[src/rtl/tcw_pkg.sv]
// text console writer: shared types and constants
// beat structs, item kinds and default console geometry; no dependencies
`default_nettype none

package tcw_pkg;

    localparam int          ROWS_DEF     = 10;
    localparam int          COLS_DEF     = 25;
    localparam logic [7:0]  NEWLINE_CODE = 8'd10;

    typedef enum logic [1:0] {
        KIND_PUT      = 2'd0,
        KIND_LINE_END = 2'd1,
        KIND_CLEAR    = 2'd2,
        KIND_READ     = 2'd3
    } t_kind;

    typedef struct packed {
        logic [1:0] kind;
        logic [7:0] char_code;
        logic [3:0] read_row;
        logic [4:0] read_col;
    } t_in_beat;

    typedef struct packed {
        logic [3:0] cursor_row;
        logic [4:0] cursor_col;
        logic [1:0] scroll_count;
        logic [7:0] read_char;
    } t_out_beat;

    typedef struct packed {
        logic [3:0] cursor_row;
        logic [4:0] cursor_col;
        logic [1:0] scroll_count;
        logic       use_fill;
        logic       hit;
    } t_step_info;

endpackage

`default_nettype wire

[src/rtl/tcw_ram.sv]
// text console writer: generic single-write, single-read ram
// registered read with read enable; no dependencies
`default_nettype none

module tcw_ram #(
    parameter  int WIDTH = 8,
    parameter  int DEPTH = 32,
    localparam int AW    = (DEPTH > 1) ? $clog2(DEPTH) : 1
) (
    input  wire logic             i_clk,
    input  wire logic             i_we,
    input  wire logic [AW-1:0]    i_waddr,
    input  wire logic [WIDTH-1:0] i_wdata,
    input  wire logic             i_re,
    input  wire logic [AW-1:0]    i_raddr,
    output logic      [WIDTH-1:0] o_rdata
);

    logic [WIDTH-1:0] r_mem [DEPTH];

    always_ff @(posedge i_clk) begin
        if (i_we) begin
            r_mem[i_waddr] <= i_wdata;
        end
        if (i_re) begin
            o_rdata <= r_mem[i_raddr];
        end
    end

endmodule

`default_nettype wire

[src/rtl/tcw_cursor.sv]
// text console writer: cursor, scroll offset and store address generation
// uses tcw_pkg; drives the cell and row-fill rams in the top level
`default_nettype none

module tcw_cursor import tcw_pkg::*; #(
    parameter  int ROWS = ROWS_DEF,
    parameter  int COLS = COLS_DEF,
    localparam int RW   = $clog2(ROWS),
    localparam int CW   = $clog2(COLS)
) (
    input  wire logic          i_clk,
    input  wire logic          i_rst_n,
    input  wire logic          i_en,
    input  wire t_in_beat      i_item,
    output logic               o_cell_we,
    output logic [RW+CW-1:0]   o_cell_waddr,
    output logic [7:0]         o_cell_wdata,
    output logic [RW+CW-1:0]   o_cell_raddr,
    output logic               o_fill_we,
    output logic [RW-1:0]      o_fill_waddr,
    output logic [CW-1:0]      o_fill_wdata,
    output logic [RW-1:0]      o_fill_raddr,
    output logic [CW-1:0]      o_rd_col,
    output t_step_info         o_info
);

    localparam logic [RW-1:0] LAST_ROW = RW'(ROWS - 1);
    localparam logic [CW-1:0] LAST_COL = CW'(COLS - 1);

    logic [RW-1:0] r_row, n_row;
    logic [RW-1:0] r_phys, n_phys;
    logic [RW-1:0] r_off, n_off;
    logic [CW-1:0] r_col, n_col;

    logic          is_put, is_char, is_read, wrap, adv2, scr1, scr2, in_range;
    logic [RW-1:0] row1, phys1, off1, rd_phys;
    logic [CW-1:0] col1, rd_col;
    logic [31:0]   rd_sum;

    function automatic logic [RW-1:0] inc_row(input logic [RW-1:0] x);
        return (x == LAST_ROW) ? '0 : x + 1'b1;
    endfunction

    // wrap advance, then newline advance; entered row is always the next physical row; clear resets all
    always_comb begin
        is_put  = (i_item.kind == KIND_PUT);
        is_read = (i_item.kind == KIND_READ);
        is_char = is_put && (i_item.char_code != NEWLINE_CODE);
        wrap    = is_put && (r_col == LAST_COL);
        adv2    = (is_put && !is_char) || (i_item.kind == KIND_LINE_END);

        scr1  = wrap && (r_row == LAST_ROW);
        row1  = (wrap && !scr1) ? r_row + 1'b1 : r_row;
        phys1 = wrap ? inc_row(r_phys) : r_phys;
        off1  = scr1 ? inc_row(r_off) : r_off;
        col1  = wrap ? '0 : r_col;

        scr2   = adv2 && (row1 == LAST_ROW);
        n_row  = (adv2 && !scr2) ? row1 + 1'b1 : row1;
        n_phys = adv2 ? inc_row(phys1) : phys1;
        n_off  = scr2 ? inc_row(off1) : off1;
        n_col  = adv2 ? '0 : (is_char ? col1 + 1'b1 : col1);

        case (i_item.kind)
            KIND_CLEAR: begin
                n_row  = '0;
                n_phys = '0;
                n_off  = '0;
                n_col  = '0;
            end
            default: begin
            end
        endcase
    end

    // logical read row to physical row
    always_comb begin
        rd_sum   = 32'(r_off) + 32'(i_item.read_row);
        rd_phys  = RW'((rd_sum >= 32'(ROWS)) ? rd_sum - 32'(ROWS) : rd_sum);
        rd_col   = CW'(32'(i_item.read_col));
        in_range = (32'(i_item.read_row) < 32'(ROWS)) && (32'(i_item.read_col) < 32'(COLS));
    end

    always_comb begin
        o_cell_we    = i_en && is_char;
        o_cell_waddr = {phys1, col1};
        o_cell_wdata = i_item.char_code;
        o_cell_raddr = {rd_phys, rd_col};
        o_fill_we    = i_en && (is_put || (i_item.kind == KIND_LINE_END));
        o_fill_waddr = phys1;
        o_fill_wdata = is_char ? col1 + 1'b1 : col1;
        o_fill_raddr = rd_phys;
        o_rd_col     = rd_col;

        o_info.cursor_row   = 4'(32'(n_row));
        o_info.cursor_col   = 5'(32'(n_col));
        o_info.scroll_count = {1'b0, scr1} + {1'b0, scr2};
        o_info.use_fill     = is_read && in_range && (32'(i_item.read_row) < 32'(r_row));
        o_info.hit          = is_read && in_range && (32'(i_item.read_row) == 32'(r_row))
                              && (rd_col < r_col);
    end

    always_ff @(posedge i_clk) begin
        if (!i_rst_n) begin
            r_row  <= '0;
            r_phys <= '0;
            r_off  <= '0;
            r_col  <= '0;
        end else if (i_en) begin
            r_row  <= n_row;
            r_phys <= n_phys;
            r_off  <= n_off;
            r_col  <= n_col;
        end
    end

endmodule

`default_nettype wire

[src/rtl/text_console_writer_top.sv]
// an accepted input beat is held in the input register, then its result beat in the output register
// throughput: one item per cycle for every kind; stall only from output back-pressure
// scroll moves a row offset; per-row fill lengths in a small ram mask stale cells
// reset clears the cursor, offset and valid flags; no clearing pass
// uses tcw_pkg, tcw_cursor and tcw_ram
`default_nettype none

module text_console_writer_top import tcw_pkg::*; #(
    parameter  int ROWS = ROWS_DEF,
    parameter  int COLS = COLS_DEF,
    localparam int RW   = $clog2(ROWS),
    localparam int CW   = $clog2(COLS)
) (
    input  wire logic      i_clk,
    input  wire logic      i_rst_n,
    input  wire logic      i_in_valid,
    output logic           o_in_stall,
    input  wire t_in_beat  i_in_data,
    output logic           o_out_valid,
    input  wire logic      i_out_stall,
    output t_out_beat      o_out_data
);

    logic       r_in_v, r_out_v, adv;
    t_in_beat   r_in;
    t_step_info info, r_info;
    logic [CW-1:0] rd_col, r_rd_col;

    logic             cell_we;
    logic [RW+CW-1:0] cell_waddr, cell_raddr;
    logic [7:0]       cell_wdata, cell_rdata;
    logic             fill_we;
    logic [RW-1:0]    fill_waddr, fill_raddr;
    logic [CW-1:0]    fill_wdata, fill_rdata;

    assign adv        = r_in_v && (!r_out_v || !i_out_stall);
    assign o_in_stall = r_in_v && !adv;

    always_ff @(posedge i_clk) begin
        if (!i_rst_n) begin
            r_in_v <= 1'b0;
        end else if (!o_in_stall) begin
            r_in_v <= i_in_valid;
        end
    end

    always_ff @(posedge i_clk) begin
        if (!o_in_stall && i_in_valid) begin
            r_in <= i_in_data;
        end
    end

    tcw_cursor #(
        .ROWS (ROWS),
        .COLS (COLS)
    ) u_cursor (
        .i_clk        (i_clk),
        .i_rst_n      (i_rst_n),
        .i_en         (adv),
        .i_item       (r_in),
        .o_cell_we    (cell_we),
        .o_cell_waddr (cell_waddr),
        .o_cell_wdata (cell_wdata),
        .o_cell_raddr (cell_raddr),
        .o_fill_we    (fill_we),
        .o_fill_waddr (fill_waddr),
        .o_fill_wdata (fill_wdata),
        .o_fill_raddr (fill_raddr),
        .o_rd_col     (rd_col),
        .o_info       (info)
    );

    tcw_ram #(
        .WIDTH (8),
        .DEPTH (ROWS * (2 ** CW))
    ) u_cell_ram (
        .i_clk   (i_clk),
        .i_we    (cell_we),
        .i_waddr (cell_waddr),
        .i_wdata (cell_wdata),
        .i_re    (adv),
        .i_raddr (cell_raddr),
        .o_rdata (cell_rdata)
    );

    // number of written cells in each physical row
    tcw_ram #(
        .WIDTH (CW),
        .DEPTH (ROWS)
    ) u_fill_ram (
        .i_clk   (i_clk),
        .i_we    (fill_we),
        .i_waddr (fill_waddr),
        .i_wdata (fill_wdata),
        .i_re    (adv),
        .i_raddr (fill_raddr),
        .o_rdata (fill_rdata)
    );

    always_ff @(posedge i_clk) begin
        if (!i_rst_n) begin
            r_out_v <= 1'b0;
        end else if (adv) begin
            r_out_v <= 1'b1;
        end else if (!i_out_stall) begin
            r_out_v <= 1'b0;
        end
    end

    always_ff @(posedge i_clk) begin
        if (adv) begin
            r_info   <= info;
            r_rd_col <= rd_col;
        end
    end

    always_comb begin
        o_out_valid             = r_out_v;
        o_out_data.cursor_row   = r_info.cursor_row;
        o_out_data.cursor_col   = r_info.cursor_col;
        o_out_data.scroll_count = r_info.scroll_count;
        o_out_data.read_char    = ((r_info.use_fill && (r_rd_col < fill_rdata)) || r_info.hit)
                                  ? cell_rdata : 8'd0;
    end

`ifndef SYNTHESIS
    a_stall_only_from_output: assert property (@(posedge i_clk) disable iff (!i_rst_n)
        o_in_stall |-> (r_out_v && i_out_stall))
        else $error("input stalled without output back-pressure");

    a_adv_fills_output: assert property (@(posedge i_clk) disable iff (!i_rst_n)
        adv |=> r_out_v)
        else $error("processed item did not reach output stage");

    a_scroll_at_bottom: assert property (@(posedge i_clk) disable iff (!i_rst_n)
        (r_out_v && (r_info.scroll_count != 2'd0))
        |-> (r_info.cursor_row == 4'(ROWS - 1)))
        else $error("scroll reported with cursor off the bottom row");

    a_read_excl: assert property (@(posedge i_clk) disable iff (!i_rst_n)
        r_out_v |-> !(r_info.use_fill && r_info.hit))
        else $error("read selects both fill and cursor row");
`endif

endmodule

`default_nettype wire
[config.mk]
export PLATFORM = sky130hd
export DESIGN_NAME = text_console_writer_top
export DESIGN_NICKNAME = d
export VERILOG_FILES = /design/src/rtl/tcw_pkg.sv /design/src/rtl/tcw_ram.sv /design/src/rtl/tcw_cursor.sv /design/src/rtl/text_console_writer_top.sv
export SDC_FILE = /design/constraint.sdc
export NUM_CORES = 2
export LEC_CHECK = 0
export ABC_CLOCK_PERIOD_IN_PS = 8600
export BUFFER_PORTS_ARGS = -buffer_cell sky130_fd_sc_hd__buf_4
export CAP_MARGIN = 20
export CORE_ASPECT_RATIO = 0.75
export CORE_MARGIN = 5
export CORE_UTILIZATION = 60
export CTS_BUF_LIST = sky130_fd_sc_hd__clkbuf_16
export CTS_CLUSTER_SIZE = 40
export DETAILED_ROUTE_END_ITERATION = 8
export GPL_TIMING_DRIVEN = 0
export PLACE_DENSITY = 0.74
export SLEW_MARGIN = 20
export SYNTH_ARGS = -nofsm -noshare
export SYNTH_HDL_FRONTEND = slang
export SYNTH_SLANG_ARGS = --single-unit
[constraint.sdc]
create_clock -name i_clk -period 8.6 [get_ports i_clk]
set_clock_uncertainty 0.05 [all_clocks]
set_input_delay 0.43 -clock i_clk [delete_from_list [all_inputs] [get_ports i_clk]]
set_output_delay 0.43 -clock i_clk [all_outputs]
set_load 0.01 [all_outputs]
======== Word level (Yosys, flattened, before mapping) ========
Memory sizes are Yosys's and may differ from the RTL's. A register that Yosys moved wholly into a read port is not among the register bits.
Cells that the tools add are included.
word-level totals
  bits in registers ....................... 56
  latch bits .............................. 0
  memory bits (writable) .................. 2610
  bits in read-only memories .............. 0
  output and inout bits ................... 21
  memories kept ........................... 2
memories
  memory            depth  bits a word  read ports  clocked after memory_dff  wr ports  RTL line       source
  u_cell_ram.r_mem  320    8            1           1                         1         tcw_ram.sv:19  logic [WIDTH-1:0] r_mem [DEPTH];
  u_fill_ram.r_mem  10     5            1           1                         1         tcw_ram.sv:19
cells by class
  add/subtract/negate cells ............... 10
  multiply operators ...................... 0
  divide/modulo/power cells ............... 0
  order comparisons ....................... 6
  eq/ne operators ......................... 13
  shifts and indexed selects .............. 0
  multiplexer cells ....................... 25
  bitwise gates (word level) .............. 0
  reductions and logical operators ........ 30
operators by type and width
  operator               count
  $mux W4                14
  $add A4 B1 Y4 const B  6
  $eq A4 B4 Y1 const B   6
  $mux W5                4
  $logic_and A1 B1 Y1    18
  $lt A5 B5 Y1           2
  $mux W8                1
  $ne A8 B4 Y1 const B   1
  $logic_not A1 Y1       7
  $mux W1                6
  $add A4 B4 Y5          1
  $add A5 B1 Y5 const B  1
  $eq A5 B5 Y1 const B   1
  $ge A5 B4 Y1 const B   1
  $lt A5 B5 Y1 const B   1
  $eq A2 B2 Y1 const B   2
  $eq A4 B4 Y1           1
  $logic_or A1 B1 Y1     4
  $lt A4 B4 Y1           1
  $lt A4 B4 Y1 const B   1
  $sub A4 B4 Y4 const B  1
  $add A1 B1 Y2          1
  $eq A2 B1 Y1 const B   1
  $logic_not A2 Y1       1
  $ne A2 B1 Y1 const B   1

======== Depth between registers and ports, before layout ========
  word-level depth ........................ 12
  mapped depth ............................ 13
  gate-level depth less buffers ........... 12

======== Modules after synthesis ========
From an unflattened synthesis, not the netlist that was laid out.
unflattened totals
  cells, all modules ...................... 5112
  area total of the unflattened synthesis .. 105383.6 µm²
by module, submodules not included
  module                   instances  cells an instance  area each (µm²)  sequential area each (µm²)
  tcw_ram (u_cell_ram)     1          4606               99459.1          77114.0
  tcw_cursor               1          293                2242.2           340.3
  tcw_ram (u_fill_ram)     1          124                2199.6           1651.6
  text_console_writer_top  1          89                 1482.7           1151.1

======== Least setup slack after synthesis ========
OpenSTA, ideal clock, no wires.
  kind .................................... register to register
  from .................................... register r_in[9] (netlist bit)
  to ...................................... memory u_cell_ram.r_mem[255][0] (enable)
  library setup time ...................... 0.370 ns
  arrival time ............................ 6.133 ns
  path slack .............................. 2.046 ns
  stages on the path, launching flop included .. 7
  buffers on the path ..................... 1
  cells stage by stage .................... edfxtp_1 nor4bb_1 a211oi_1 nand4_1 or2_2 clkbuf_1 nor2_1
between the ends
  word-level cells in the longest chain between the ends .. 5
ends and longest elaborated chain
  element                        RTL line                       source
  start, declared                text_console_writer_top.sv:25  t_in_beat r_in;
  start signal, assigned         text_console_writer_top.sv:49  r_in <= i_in_data;
  $ne A8 B4 Y1                   tcw_cursor.sv:48               is_char = is_put && (i_item.char_code != NEWLINE_CODE);
  $logic_and A1 B1 Y1            tcw_cursor.sv:48
  $logic_and A1 B1 Y1            tcw_cursor.sv:85               o_cell_we = i_en && is_char;
  $mux W1                        tcw_ram.sv:22                  if (i_we) begin
  $mux W1 (not written as such)  tcw_ram.sv:23                  r_mem[i_waddr] <= i_wdata;
  end, declared                  tcw_ram.sv:19
No other way between the ends.

==> results.cfg <==
[placement]
port_buffers = 43
place_hpwl_mm = 248
globalplace.congestion = 1.03
dp.cells = 7903

[setup_path]
crit_family = buffers and inverters
critPathMaxStageDelay_ns = 1.17
cp.required_ns = 9.25
path_cells = clkbuf_2 > buf_2 > clkbuf_1 > nand2_1 > o2111ai_1 > o31ai_1 > or4_1 > o211ai_1
crit_buf_inv = 3
critPathKind = reg2reg
start_kind = flop
end_kind = flop
worstPathMaxFanout = 10
slowest_stage = edfxtp_1
crit_arrival_ns = 6.91

[global_route]
grt_pass1_wl_mm = 477
grt_max_degree = 32
grt_overflow = 0
grt_pass1_vias = 57400
antenna_found_initial = 32
grtUsageTotal_pct = 38.4

[timing]
finalCriticalPeriod_ns = 6.26
slew-limit-headroom_pct = 3.04
slew_violations = 0
min_period_over_period_pct = 72.8
max_freq_ghz = 0.160
rsz0062_at_grt = false
finalHoldViolations = 0
setup_viol = 0
worst_hold_slack_ns = 0.228
tightest_slew_ns = 1.42

[cells_and_area]
drive_gt1_share_pct = 22.2
syn_to_final_growth_pct = 13.2
final_cell_count_no_fill = 8375
fillers = 10900
multiInputGateArea_um2 = 23800
ff_latch_area_um2 = 80300
final_common_cell = edfxtp_1
final_cell_mix = edfxtp_1 (2,660), mux4_2 (526), nor2_1 (387), mux2i_1 (365), clkbuf_16 (237)
final_net_count = 5854

[synthesis]
synth-seq-cells = 2679
yosys_warnings = 0
async_flop_share_pct = 0
synth_enable_flop_cells = 2660
yosys.area_share.simple_pct = 2.90
syn_area_um2 = 106000
synthMuxAreaShare_pct = 14.9
synth-seq-area-share_pct = 75.9
synth_flop_cell = edfxtp_1
avgSynthCellArea_um2 = 20.1
synth_fa_ha_area_share_pct = 0.350
synth_compound_area_share_pct = 3.92
postSynthCellCount = 5271
yosys.cell_types.count = 82
synth-xor-area-share_pct = 0.131
synth_top_family_by_area = multiplexers

[power_and_ir_drop]
internal-power_mw = 20.5
pwr-share-seq_pct = 53.9
peakVddDrop_v = 0.000283
p_sw_mw = 6.22
clkPwrFrac_pct = 38.7
p_leak_nw = 38.8
p_comb_share_pct = 7.4
powerDensity_nw_per_um2 = 223
netSwitchingFraction_pct = 23.3

[clocking]
post-cts-setup-buffers = 0
cts_resized = 0
tritoncts = done
numCtsBuffers = 234
insertion_delay_ns = 0.88
htree_levels = 4
clk_pin_slew_worst_paths_ns = 0.06
clockBufferDepth = 3
cts.sinks = 2679
ctsHoldBuffers = 23
cts_root_buf = clkbuf_16

[routing]
wl_per_cell_um = 42.4
dr.pass1.iters = 7
first_iter_violations = 12600
drcViolationCount = 0
vias = 61500
wl_mm = 355
avgViaCountPerCell = 7.35
ant_nets = 0

[run_status]
outcome = finished, violations left
violations = max-capacitance violations

[run]
drv_cap = 1

[floorplanning]
die_area_um2 = 185000
die_x_um = 495
die_y_um = 374
ios = 44
initial_core_util_pct = 60.3
num_rows = 133
core_um2 = 175000

[worst_hold_path]
hp-class = in2reg
[cells by family (layout without fill, tap and decap cells)]
| family | count (synthesis) | count (layout) |
|---|---|---|
| fa+ha+maj | 29 | 29 |
| buf+inv | 366 | 1005 |
| mux | 914 | 914 |
| simple gates | 699 | 699 |
| compound gates | 568 | 568 |
| xor+xnor | 15 | 15 |
| other cells | 1 | 104 |
| flops | 2679 | 2679 |
[power groups by stage]
stage / Combinational [mW] / Sequential (mW) / Clock (mW)
after floorplan: 0.799 / 14.8 / 0
after global placement: 1.50 / 15.0 / 0
after detailed placement: 1.84 / 14.7 / 0
after CTS: 1.85 / 14.4 / 10.3
after global routing: 1.95 / 14.4 / 10.8
final: 1.97 / 14.4 / 10.3
[registers in the layout, indices dropped and copies added (netlist names)]
| register | cells |
|---|---|
| o_out_data | 11 |
| o_out_valid | 1 |
| r_in | 19 |
| r_in_v | 1 |
| r_info | 2 |
| r_rd_col | 5 |
| u_cell_ram.o_rdata | 8 |
| u_cell_ram.r_mem | 2560 |
| u_cursor.r_col | 5 |
| u_cursor.r_off | 4 |
| u_cursor.r_phys | 4 |
| u_cursor.r_row | 4 |
| u_fill_ram.o_rdata | 5 |
| u_fill_ram.r_mem | 50 |
[through the flow]
step / cell area (um^2) / power, mW / setup WS, ns / TNS [ns] / util, %
6_report: 120000 / 26.7 / 2.34 / 0 / 68.3
4_1_cts: 120000 / 26.5 / 2.89 / 0 / 68.3
3_3_place_gp: 109000 / 16.5 / -3.65 / -9531.63 / 62.4
3_5_place_dp: 112000 / 16.5 / 2.91 / 0 / 63.9
2_1_floorplan: 106000 / 15.6 / 2.05 / 0 / -
5_1_grt: 120000 / 27.2 / 2.65 / 0 / 68.3
[cells in the mapped netlist, types with 27 or more instances]
cell      instances  share of area, %
buf_4            51              0.36
ha_1             28              0.33
buf_2            60              0.28
a21oi_1          92              0.44
inv_1            28             0.099
mux2i_1         365               3.5
nand3_1          35              0.17
edfxtp_1       2660                76
mux4_2          526                11
o22ai_1          71              0.42
clkbuf_1        168              0.60
a22oi_1          63              0.45
buf_6            27              0.29
nor2_1          387               1.4
o21ai_0          37              0.18
nand2_1         136              0.48
o221ai_1        135               1.1
[metal layers]
metal | GRT usage, % | up-vias | part of all wire [%] | routed length (um)
li1 | - | 22800 | - | -
met1 | 53.0 | 31300 | 34 | 121000
met2 | 49.3 | 6437 | 40 | 141000
met3 | 22.1 | 974 | 20 | 72400
met4 | 17.8 | 16 | 5.8 | 20800
met5 | 0 | - | 0.029 | 103
[cell type report]
type | count | area share (%)
Tap cell | 2362 | 2.47
Antenna cell | 24 | 0.0502
Timing Repair Buffer | 216 | 2.68
Sequential cell | 2679 | 67.0
Inverter | 29 | 0.0909
Clock inverter | 186 | 1.16
Clock buffer | 237 | 4.95
Multi-Input combinational cell | 2305 | 19.9
Buffer | 337 | 1.66
[path summary, 6_finish.rpt]
path / to / startpoint / depth (start not counted) / slack, ns
setup / recovery: u_cell_ram.o_rdata[5]$_DFFE_PP_ / r_in[2]$_DFFE_PP_ / 8 / 2.34
hold / removal: r_in[3]$_DFFE_PP_ / i_in_data[3] / 2 / 0.23
hold reg to reg: o_out_valid$_SDFFE_PN0P_ / r_in_v$_SDFFE_PN0N_ / 2 / 0.51
setup reg to reg: u_cell_ram.o_rdata[5]$_DFFE_PP_ / r_in[2]$_DFFE_PP_ / 8 / 2.34
[worst reg2reg max path: stages, from the launching register on]
cell and delay [ns]:
edfxtp_1 1.17, clkbuf_2 0.81, buf_2 0.70, clkbuf_1 0.94, nand2_1 0.67, o2111ai_1 0.94, o31ai_1 0.11, or4_1 0.52
o211ai_1 0.18
Power figures use the tool's default switching activity.
